<file path="src/sv/char_lcd_bus_sequencer_defines.svh">
`ifndef CHAR_LCD_BUS_SEQUENCER_DEFINES_SVH
`define CHAR_LCD_BUS_SEQUENCER_DEFINES_SVH

// same-cycle implication, reset masked
`define CLBS_ASSERT_NOW(label, ante, cons, msg) \
    label: assert property (@(posedge clk) disable iff (!rst_n) (ante) |-> (cons)) \
        else $error(msg);

// next-cycle implication, reset masked
`define CLBS_ASSERT_NEXT(label, ante, cons, msg) \
    label: assert property (@(posedge clk) disable iff (!rst_n) (ante) |=> (cons)) \
        else $error(msg);

`endif

</file>
<file path="src/sv/clbs_pkg.sv">
package clbs_pkg;

    localparam int ROM_DEPTH = 50;
    localparam int PC_W      = $clog2(ROM_DEPTH);

    localparam logic [PC_W-1:0] PC_XFER = PC_W'(0);
    localparam logic [PC_W-1:0] PC_INIT = PC_W'(7);
    localparam logic [PC_W-1:0] PC_LAST = PC_W'(ROM_DEPTH - 1);

    localparam logic [15:0] WAIT_POWERUP_US = 16'd15000;
    localparam logic [15:0] WAIT_SECOND_US  = 16'd4100;
    localparam logic [15:0] WAIT_THIRD_US   = 16'd100;
    localparam logic [15:0] WAIT_CLEAR_US   = 16'd1640;
    localparam logic [15:0] WAIT_CMD_US     = 16'd40;

    localparam logic [7:0] CMD_DISPLAY_OFF = 8'h08;
    localparam logic [7:0] CMD_CLEAR       = 8'h01;

    typedef enum logic {
        ST_IDLE,
        ST_RUN
    } seq_state_t;

    typedef enum logic [2:0] {
        CFG_FOUR_BIT_MODE,
        CFG_SETUP_CYCLES,
        CFG_ENABLE_HIGH_CYCLES,
        CFG_ENABLE_LOW_CYCLES,
        CFG_CYCLES_PER_US
    } cfg_reg_t;

    // data pin update applied before the segment is emitted
    typedef enum logic [2:0] {
        DL_KEEP,
        DL_FIRST,   // full byte, or high nibble in 4-bit mode
        DL_LOW,     // low nibble onto DB7..DB4
        DL_INIT,    // 0x3 on DB7..DB4
        DL_CLR4     // drop DB4 for the 4-bit switch
    } dl_op_t;

    typedef enum logic [2:0] {
        BSEL_ITEM,
        BSEL_FSET,
        BSEL_DOFF,
        BSEL_CLEAR,
        BSEL_ENTRY
    } bsel_t;

    typedef enum logic [2:0] {
        WSEL_ITEM,
        WSEL_POWERUP,
        WSEL_SECOND,
        WSEL_THIRD,
        WSEL_CMD,
        WSEL_CLEAR
    } wsel_t;

    typedef enum logic [1:0] {
        RR_KEEP,
        RR_ITEM,
        RR_ZERO
    } rr_op_t;

    typedef enum logic [1:0] {
        SEG_SETUP,
        SEG_HIGH,
        SEG_LOW,
        SEG_WAIT
    } seg_t;

    typedef struct packed {
        dl_op_t          dl;
        bsel_t           bsel;
        wsel_t           wsel;
        rr_op_t          rr;
        seg_t            seg;
        logic            fin;
        logic            jmp8;   // jump to target when in 8-bit mode
        logic [PC_W-1:0] target;
    } uword_t;

    function automatic uword_t mk(input dl_op_t dl, input bsel_t bsel, input wsel_t wsel,
                                  input rr_op_t rr, input seg_t seg, input logic fin,
                                  input logic jmp8, input logic [PC_W-1:0] target);
        uword_t w;
        w.dl     = dl;
        w.bsel   = bsel;
        w.wsel   = wsel;
        w.rr     = rr;
        w.seg    = seg;
        w.fin    = fin;
        w.jmp8   = jmp8;
        w.target = target;
        return w;
    endfunction

    // one row of a seven-row byte transfer block placed at base
    function automatic uword_t xfer_row(input logic [PC_W-1:0] pc, input logic [PC_W-1:0] base,
                                        input bsel_t bsel, input wsel_t wsel,
                                        input rr_op_t rr, input logic fin);
        logic [PC_W-1:0] diff;
        uword_t          w;
        diff = pc - base;
        case (diff[2:0])
            3'd0:    w = mk(DL_FIRST, bsel, wsel, rr, SEG_SETUP, 1'b0, 1'b0, base);
            3'd1:    w = mk(DL_KEEP, bsel, wsel, RR_KEEP, SEG_HIGH, 1'b0, 1'b0, base);
            3'd2:    w = mk(DL_KEEP, bsel, wsel, RR_KEEP, SEG_LOW, 1'b0, 1'b1,
                            base + PC_W'(6));
            3'd3:    w = mk(DL_LOW, bsel, wsel, RR_KEEP, SEG_SETUP, 1'b0, 1'b0, base);
            3'd4:    w = mk(DL_KEEP, bsel, wsel, RR_KEEP, SEG_HIGH, 1'b0, 1'b0, base);
            3'd5:    w = mk(DL_KEEP, bsel, wsel, RR_KEEP, SEG_LOW, 1'b0, 1'b0, base);
            default: w = mk(DL_KEEP, bsel, wsel, RR_KEEP, SEG_WAIT, fin, 1'b0, base);
        endcase
        return w;
    endfunction

    function automatic uword_t rom(input logic [PC_W-1:0] pc);
        uword_t w;
        unique case (pc) inside
            [0:6]:   w = xfer_row(pc, PC_W'(0), BSEL_ITEM, WSEL_ITEM, RR_ITEM, 1'b1);
            7:       w = mk(DL_KEEP, BSEL_ITEM, WSEL_POWERUP, RR_KEEP, SEG_WAIT,
                            1'b0, 1'b0, pc);
            8:       w = mk(DL_INIT, BSEL_ITEM, WSEL_ITEM, RR_ZERO, SEG_SETUP,
                            1'b0, 1'b0, pc);
            9, 13, 17, 20:
                     w = mk(DL_KEEP, BSEL_ITEM, WSEL_ITEM, RR_KEEP, SEG_HIGH,
                            1'b0, 1'b0, pc);
            10, 14, 21:
                     w = mk(DL_KEEP, BSEL_ITEM, WSEL_ITEM, RR_KEEP, SEG_LOW,
                            1'b0, 1'b0, pc);
            11:      w = mk(DL_KEEP, BSEL_ITEM, WSEL_SECOND, RR_KEEP, SEG_WAIT,
                            1'b0, 1'b0, pc);
            12, 16:  w = mk(DL_KEEP, BSEL_ITEM, WSEL_ITEM, RR_KEEP, SEG_SETUP,
                            1'b0, 1'b0, pc);
            15:      w = mk(DL_KEEP, BSEL_ITEM, WSEL_THIRD, RR_KEEP, SEG_WAIT,
                            1'b0, 1'b0, pc);
            18:      w = mk(DL_KEEP, BSEL_ITEM, WSEL_ITEM, RR_KEEP, SEG_LOW,
                            1'b0, 1'b1, PC_W'(22));
            19:      w = mk(DL_CLR4, BSEL_ITEM, WSEL_ITEM, RR_KEEP, SEG_SETUP,
                            1'b0, 1'b0, pc);
            [22:28]: w = xfer_row(pc, PC_W'(22), BSEL_FSET, WSEL_CMD, RR_ZERO, 1'b0);
            [29:35]: w = xfer_row(pc, PC_W'(29), BSEL_DOFF, WSEL_CMD, RR_ZERO, 1'b0);
            [36:42]: w = xfer_row(pc, PC_W'(36), BSEL_CLEAR, WSEL_CLEAR, RR_ZERO, 1'b0);
            [43:49]: w = xfer_row(pc, PC_W'(43), BSEL_ENTRY, WSEL_CMD, RR_ZERO, 1'b1);
            default: w = mk(DL_KEEP, BSEL_ITEM, WSEL_ITEM, RR_KEEP, SEG_WAIT,
                            1'b1, 1'b0, pc);
        endcase
        return w;
    endfunction

endpackage

</file>
<file path="src/sv/char_lcd_bus_sequencer.sv">
// Channel  Dir  Handshake        Payload
// s_*      in   tvalid/tready    tdata: rs, rw, byte, wait_us, N, F, I/D, S; tuser: mode
// m_*      out  tvalid/tready    tdata: rs, rw, enable, DB7..DB0, hold; tlast: last segment
// cfg_*    in   cfg_wr_en        cfg_addr selects register, cfg_wdata is the value
//
// One segment per clock while the output is not stalled, from a 50-row microcode ROM,
// one row per segment; the item is taken while idle, and an 8-bit bus skips the 4-bit-only rows.
// An item is taken only when the sequencer is idle; it may be taken while the last
// segment of the previous item still sits in the output register.
// A stalled output freezes the step counter. Reset loads the register defaults and
// clears the rs, rw and data pin levels; no clearing pass.
`include "char_lcd_bus_sequencer_defines.svh"

module char_lcd_bus_sequencer (
    input  logic        clk,
    input  logic        rst_n,
    input  logic        s_tvalid,
    output logic        s_tready,
    // [0] reg_select, [1] read_write, [9:2] bus_byte, [25:10] wait_us, [26] two_lines,
    // [27] tall_font, [28] cursor_increment, [29] display_shift, [31:30] zero
    input  logic [31:0] s_tdata,
    // [0] mode
    input  logic        s_tuser,
    output logic        m_tvalid,
    input  logic        m_tready,
    // [0] rs_pin, [1] rw_pin, [2] enable_pin, [10:3] data_pins, [34:11] hold_cycles,
    // [39:35] zero
    output logic [39:0] m_tdata,
    output logic        m_tlast,
    input  logic        cfg_wr_en,
    input  logic [2:0]  cfg_addr,
    input  logic [7:0]  cfg_wdata
);

    clbs_pkg::seq_state_t           state_reg, state_next;
    logic [clbs_pkg::PC_W-1:0]      pc_reg, pc_next;

    logic       four_bit_reg;
    logic [7:0] setup_reg, en_high_reg, en_low_reg, cpu_reg;

    logic        rs_reg, rs_next, rw_reg, rw_next;
    logic [7:0]  data_reg, data_next;

    logic        item_rs_reg, item_rw_reg;
    logic [7:0]  item_byte_reg;
    logic [15:0] item_wait_reg;
    logic        item_n_reg, item_f_reg, item_id_reg, item_s_reg;

    logic        m_valid_reg, m_valid_next;
    logic        out_en_reg;
    logic [23:0] out_hold_reg, hold_next;
    logic        out_last_reg;

    clbs_pkg::uword_t w;
    logic        in_xfer, advance;
    logic [7:0]  byte_sel;
    logic [15:0] us_sel;

    assign s_tready = (state_reg == clbs_pkg::ST_IDLE);
    assign in_xfer  = s_tvalid && s_tready;
    assign advance  = (state_reg == clbs_pkg::ST_RUN) && (!m_valid_reg || m_tready);
    assign w        = clbs_pkg::rom(pc_reg);

    assign m_tvalid = m_valid_reg;
    assign m_tdata  = {5'd0, out_hold_reg, data_reg, out_en_reg, rw_reg, rs_reg};
    assign m_tlast  = out_last_reg;

    // configuration
    always_ff @(posedge clk or negedge rst_n)
    begin
        if (!rst_n)
        begin
            four_bit_reg <= 1'b0;
            setup_reg    <= 8'd2;
            en_high_reg  <= 8'd4;
            en_low_reg   <= 8'd4;
            cpu_reg      <= 8'd15;
        end
        else if (cfg_wr_en)
        begin
            unique case (cfg_addr)
                clbs_pkg::CFG_FOUR_BIT_MODE:      four_bit_reg <= cfg_wdata[0];
                clbs_pkg::CFG_SETUP_CYCLES:       setup_reg    <= cfg_wdata;
                clbs_pkg::CFG_ENABLE_HIGH_CYCLES: en_high_reg  <= cfg_wdata;
                clbs_pkg::CFG_ENABLE_LOW_CYCLES:  en_low_reg   <= cfg_wdata;
                clbs_pkg::CFG_CYCLES_PER_US:      cpu_reg      <= cfg_wdata;
                default:                          ;
            endcase
        end
    end

    // item capture
    always_ff @(posedge clk)
    begin
        if (in_xfer)
        begin
            item_rs_reg   <= s_tdata[0];
            item_rw_reg   <= s_tdata[1];
            item_byte_reg <= s_tdata[9:2];
            item_wait_reg <= s_tdata[25:10];
            item_n_reg    <= s_tdata[26];
            item_f_reg    <= s_tdata[27];
            item_id_reg   <= s_tdata[28];
            item_s_reg    <= s_tdata[29];
        end
    end

    // datapath operand selection
    always_comb
    begin
        case (w.bsel)
            clbs_pkg::BSEL_FSET:  byte_sel = {3'b001, !four_bit_reg, item_n_reg, item_f_reg, 2'b00};
            clbs_pkg::BSEL_DOFF:  byte_sel = clbs_pkg::CMD_DISPLAY_OFF;
            clbs_pkg::BSEL_CLEAR: byte_sel = clbs_pkg::CMD_CLEAR;
            clbs_pkg::BSEL_ENTRY: byte_sel = {6'b000001, item_id_reg, item_s_reg};
            default:              byte_sel = item_byte_reg;
        endcase

        case (w.wsel)
            clbs_pkg::WSEL_POWERUP: us_sel = clbs_pkg::WAIT_POWERUP_US;
            clbs_pkg::WSEL_SECOND:  us_sel = clbs_pkg::WAIT_SECOND_US;
            clbs_pkg::WSEL_THIRD:   us_sel = clbs_pkg::WAIT_THIRD_US;
            clbs_pkg::WSEL_CMD:     us_sel = clbs_pkg::WAIT_CMD_US;
            clbs_pkg::WSEL_CLEAR:   us_sel = clbs_pkg::WAIT_CLEAR_US;
            default:                us_sel = item_wait_reg;
        endcase

        case (w.seg)
            clbs_pkg::SEG_SETUP: hold_next = {16'd0, setup_reg};
            clbs_pkg::SEG_HIGH:  hold_next = {16'd0, en_high_reg};
            clbs_pkg::SEG_LOW:   hold_next = {16'd0, en_low_reg};
            default:             hold_next = {8'd0, us_sel} * {16'd0, cpu_reg};
        endcase
    end

    // sequencer: next step, pin levels and output register load
    always_comb
    begin
        state_next   = state_reg;
        pc_next      = pc_reg;
        rs_next      = rs_reg;
        rw_next      = rw_reg;
        data_next    = data_reg;
        m_valid_next = m_valid_reg;

        if (m_valid_reg && m_tready)
            m_valid_next = 1'b0;

        unique case (state_reg)
            clbs_pkg::ST_IDLE:
            begin
                if (in_xfer)
                begin
                    state_next = clbs_pkg::ST_RUN;
                    pc_next    = s_tuser ? clbs_pkg::PC_INIT : clbs_pkg::PC_XFER;
                end
            end
            clbs_pkg::ST_RUN:
            begin
                if (advance)
                begin
                    case (w.rr)
                        clbs_pkg::RR_ITEM:
                        begin
                            rs_next = item_rs_reg;
                            rw_next = item_rw_reg;
                        end
                        clbs_pkg::RR_ZERO:
                        begin
                            rs_next = 1'b0;
                            rw_next = 1'b0;
                        end
                        default: ;
                    endcase

                    case (w.dl)
                        clbs_pkg::DL_FIRST:
                            data_next = four_bit_reg ? {byte_sel[7:4], data_reg[3:0]}
                                                     : byte_sel;
                        clbs_pkg::DL_LOW:
                            data_next = {byte_sel[3:0], data_reg[3:0]};
                        clbs_pkg::DL_INIT:
                            data_next = {4'h3, four_bit_reg ? data_reg[3:0] : 4'h0};
                        clbs_pkg::DL_CLR4:
                            data_next = data_reg & 8'hEF;
                        default: ;
                    endcase

                    m_valid_next = 1'b1;
                    if (w.fin)
                        state_next = clbs_pkg::ST_IDLE;
                    else if (w.jmp8 && !four_bit_reg)
                        pc_next = w.target;
                    else
                        pc_next = pc_reg + clbs_pkg::PC_W'(1);
                end
            end
            default: state_next = clbs_pkg::ST_IDLE;
        endcase
    end

    always_ff @(posedge clk or negedge rst_n)
    begin
        if (!rst_n)
        begin
            state_reg   <= clbs_pkg::ST_IDLE;
            pc_reg      <= clbs_pkg::PC_XFER;
            rs_reg      <= 1'b0;
            rw_reg      <= 1'b0;
            data_reg    <= 8'd0;
            m_valid_reg <= 1'b0;
        end
        else
        begin
            state_reg   <= state_next;
            pc_reg      <= pc_next;
            rs_reg      <= rs_next;
            rw_reg      <= rw_next;
            data_reg    <= data_next;
            m_valid_reg <= m_valid_next;
        end
    end

    always_ff @(posedge clk)
    begin
        if (advance)
        begin
            out_en_reg   <= (w.seg == clbs_pkg::SEG_HIGH);
            out_hold_reg <= hold_next;
            out_last_reg <= w.fin;
        end
    end

    `CLBS_ASSERT_NEXT(a_start_runs, in_xfer, state_reg == clbs_pkg::ST_RUN, "item taken, not running")
    `CLBS_ASSERT_NOW(a_pc_in_rom, state_reg == clbs_pkg::ST_RUN, pc_reg <= clbs_pkg::PC_LAST, "step past ROM")
    `CLBS_ASSERT_NOW(a_enable_not_last, m_valid_reg && out_en_reg, !out_last_reg, "enable high on last")
    `CLBS_ASSERT_NEXT(a_fin_idles, advance && w.fin, state_reg == clbs_pkg::ST_IDLE && m_valid_reg, "no idle after last")

endmodule
</file>
<file path="config.mk">
export PLATFORM = sky130hd
export DESIGN_NAME = char_lcd_bus_sequencer
export DESIGN_NICKNAME = d
export VERILOG_FILES = /design/src/sv/clbs_pkg.sv /design/src/sv/char_lcd_bus_sequencer.sv
export VERILOG_INCLUDE_DIRS = /design/src /design/src/sv
export SDC_FILE = /design/constraint.sdc
export NUM_CORES = 1
export LEC_CHECK = 0
export ABC_AREA = 0
export BUFFER_PORTS_ARGS = -buffer_cell sky130_fd_sc_hd__buf_2
export CORE_ASPECT_RATIO = 1.5
export CORE_MARGIN = 3
export CORE_UTILIZATION = 35
export CTS_BUF_LIST = sky130_fd_sc_hd__clkbuf_16
export CTS_CLUSTER_SIZE = 30
export DETAILED_ROUTE_END_ITERATION = 16
export PLACE_DENSITY = 0.56
export SYNTH_ARGS = -nofsm -noshare
export SYNTH_HDL_FRONTEND = slang
export SYNTH_SLANG_ARGS = --single-unit
</file>
<file path="constraint.sdc">
create_clock -name clk -period 16.3 [get_ports clk]
set_input_delay 0.815 -clock clk [delete_from_list [all_inputs] [get_ports clk]]
set_output_delay 0.815 -clock clk [all_outputs]
set_load 0.02 [all_outputs]
</file>
==> metrics <==
status complete, no violations; RSZ-0062 raised after global routing false; worst reg-to-reg setup slack between 7 and 8 ns; crit path max fanout 20; DR DRC count 0; initial antenna violation count 0; Max stage delay cell, worst path dfrtp_1; first-pass GRT wire length 40700 um; CTS clk-pin slew, worst paths ~0.08 ns; Yosys top cell area share 0.169; CTS buffer count 9; fmax roughly 120 MHz; vias per cell 5.29; mapped cell area 9930 um^2; largest net degree at the start of global routing 52; num ports 92; min Tclk post-route about 8.6 ns; Reg-to-Reg Start pc_reg[1]$_DFFE_PN0P_; Hold Crit Depth 2; commonest cells after routing, fill and taps aside 131 x inv_1, 84 x fa_1, 84 x buf_2; Routed Antenna Nets 0; critical path endpoint category flip-flop; Worst EP arrival 8.74 ns; Hold Path End data_reg[1]$_DFFE_PN0P_; max_cap viols 0; clock net sink count 107; Post-CTS Hold Fix Bufs 0; area of the die 30500 um^2; CTS H-tree lvls 3; max incr delay on CP 0.78 ns; register area share after synthesis 0.299; Worst R2R End out_hold_reg[22]$_DFFE_PP_; Ant. Diodes 0; Final setup viols 0; total grt overflow 0; buffers added on ports 84; Resized Gates After CTS 0; setup_tns 0 ns; CORE AREA 27600 um^2; asr flop ratio synth 0.477; Hold Fails Final Rpt 0; EDFF count, synth 56; Die W 144 um; CTS tree yes; Worst Max-Slew Pin Slew 0.763 ns; top_reg_cell synth edfxtp_1; Final period util 0.528; vias 7455; row count 74; Seq cells post-synth 107; Setup crit start kind flip-flop; hold_sp data_reg[1]$_DFFE_PN0P_; critical-path cell list inv_1 -> ha_1 -> o211ai_2 -> o22a_1 -> o21ai_1 -> nor2_1 -> nand2_1 -> a21oi_1 -> nand2b_1 -> fa_1 -> fa_1 -> inv_1 -> fa_1 -> inv_1 -> fa_1 -> inv_1 -> ha_1 -> o21a_1 -> a2111oi_0 -> o31a_1 -> o21a_1 -> o21ai_0 -> xnor2_1 -> nor2_1; Yosys Warn Count 0; GRT Resource Usage Total 0.170; GPL Wtd Cong around 0.93; leading area contributor after synthesis edfxtp_1; vias in the first global route about 7800; top cells by area, synth edfxtp_1 17%, fa_1 17%, dfrtp_1 11%, ha_1 7.3%, inv_1 5.0%; share of layout cells above drive strength 1 0.166; initial DRC count 392; Worst Skew 0.0134 ns; postcts setup bufs 0; Hold WC Path Type flip-flop to flip-flop; Final Max Slew Viols 0; synthesis-to-layout area growth 9.64%; kind of critical path flip-flop to flip-flop; CTS max path bufs 2; FF-to-FF path depth 24; 1st-pass router iterations 5; post-synthesis cell type count slightly above 90; Mean Syn Cell Area 9.91 um^2; clk_lat worst skew 0.39 ns; post-DP HPWL 19000 um; DIE HEIGHT roughly 210 um; Cells after Synth 1002; Root Driver clkbuf_16; Required @ worst endpoint 16.43 ns; WL/cell 17.7 um; Slew HR 0.478; Initial Utilization 0.360; max reg flops 24; commonest non-fill, non-tap cell in the layout inv_1; Final nets 1254; Total Wirelength 24900 um
## metrics by stage
stage | util | hold WS, ns | setup WS (ns) | cell area, um^2 | std cells
global placement | 0.384 | 0.459 | 7.80 | 10600 | 1394
floorplan | - | 0.473 | 9.22 | 9950 | 1006
detailed placement | 0.384 | 0.471 | 7.79 | 10600 | 1394
CTS | 0.395 | 0.489 | 7.76 | 10900 | 1410
finish | 0.395 | 0.480 | 7.69 | 10900 | 1410
global route | 0.395 | 0.526 | 7.26 | 10900 | 1410
## synth_stat cells (12+ instances only)
cell / number
inv_1: 131
fa_1: 84
nand2_1: 75
ha_1: 58
edfxtp_1: 56
nor2_1: 47
dfrtp_1: 44
and2_1: 43
o21ai_0: 36
mux2_2: 35
and3_1: 34
a21oi_1: 30
nor2b_1: 30
mux2i_1: 26
nand3_1: 26
clkbuf_1: 21
nand2b_1: 14
o21a_1: 13
buf_4: 12
## cell type report
| class | instances | area [um^2] |
|---|---|---|
| clock inverters | 7 | 67.6 |
| multi-input cells | 718 | 6200 |
| clock buffers | 9 | 225 |
| repair buffers | 95 | 503 |
| well taps | 342 | 428 |
| inverters | 132 | 495 |
| fillers | 2780 | 16700 |
| flip-flops and latches | 107 | 2970 |
## cell families (layout without fill, tap and decap cells)
| family | count (synthesis) | after routing | synth area share |
|---|---|---|---|
| other | 1 | 5 | 0.000378 |
| buffers and inverters | 181 | 243 | 0.0789 |
| xor gates and xnor gates | 18 | 18 | 0.0159 |
| AOI/OAI and AO/OA | 173 | 173 | 0.124 |
| DFF | 107 | 107 | 0.299 |
| muxes | 61 | 61 | 0.0659 |
| adders and majority gates | 142 | 142 | 0.242 |
| and+or+nand+nor | 319 | 319 | 0.174 |
## worst max-delay path, delay by kind of cell (launching register included)
kind / cells / cell delay [ns]
AO/OA/AOI/OAI: 9 / 3.37
buffers and inverters: 4 / 0.50
AND/OR/NAND/NOR: 4 / 0.71
flip-flops: 1 / 0.78
XOR/XNOR: 1 / 0.15
adder cells (fa/ha/maj): 6 / 2.83
## how the worst max path moves through the flow
stage                          startpoint  slack (ns)                         end  depth (start not counted)
finish              pc_reg[1]$_DFFE_PN0P_        7.69  out_hold_reg[22]$_DFFE_PP_                         24
global route        pc_reg[1]$_DFFE_PN0P_        7.26  out_hold_reg[22]$_DFFE_PP_                         24
CTS                 pc_reg[1]$_DFFE_PN0P_        7.76  out_hold_reg[22]$_DFFE_PP_                         24
detailed placement  pc_reg[1]$_DFFE_PN0P_        7.79  out_hold_reg[22]$_DFFE_PP_                         24
global placement    pc_reg[1]$_DFFE_PN0P_        7.80  out_hold_reg[22]$_DFFE_PP_                         24
floorplan           pc_reg[1]$_DFFE_PN0P_        9.22  out_hold_reg[21]$_DFFE_PP_                         28
## metal layers
| metal | GRT usage | vias to the layer above | wire length, um |
|---|---|---|---|
| met5 | 0 | - | 0 |
| met2 | 0.308 | 183 | 13200 |
| li1 | - | 3535 | - |
| met1 | 0.195 | 3689 | 9820 |
| met3 | 0.0311 | 48 | 969 |
| met4 | 0.0702 | 0 | 874 |
Power is left out: the tool's default activity adds up to more than one toggle a clock period on the data nets, which glitch-free logic cannot reach.
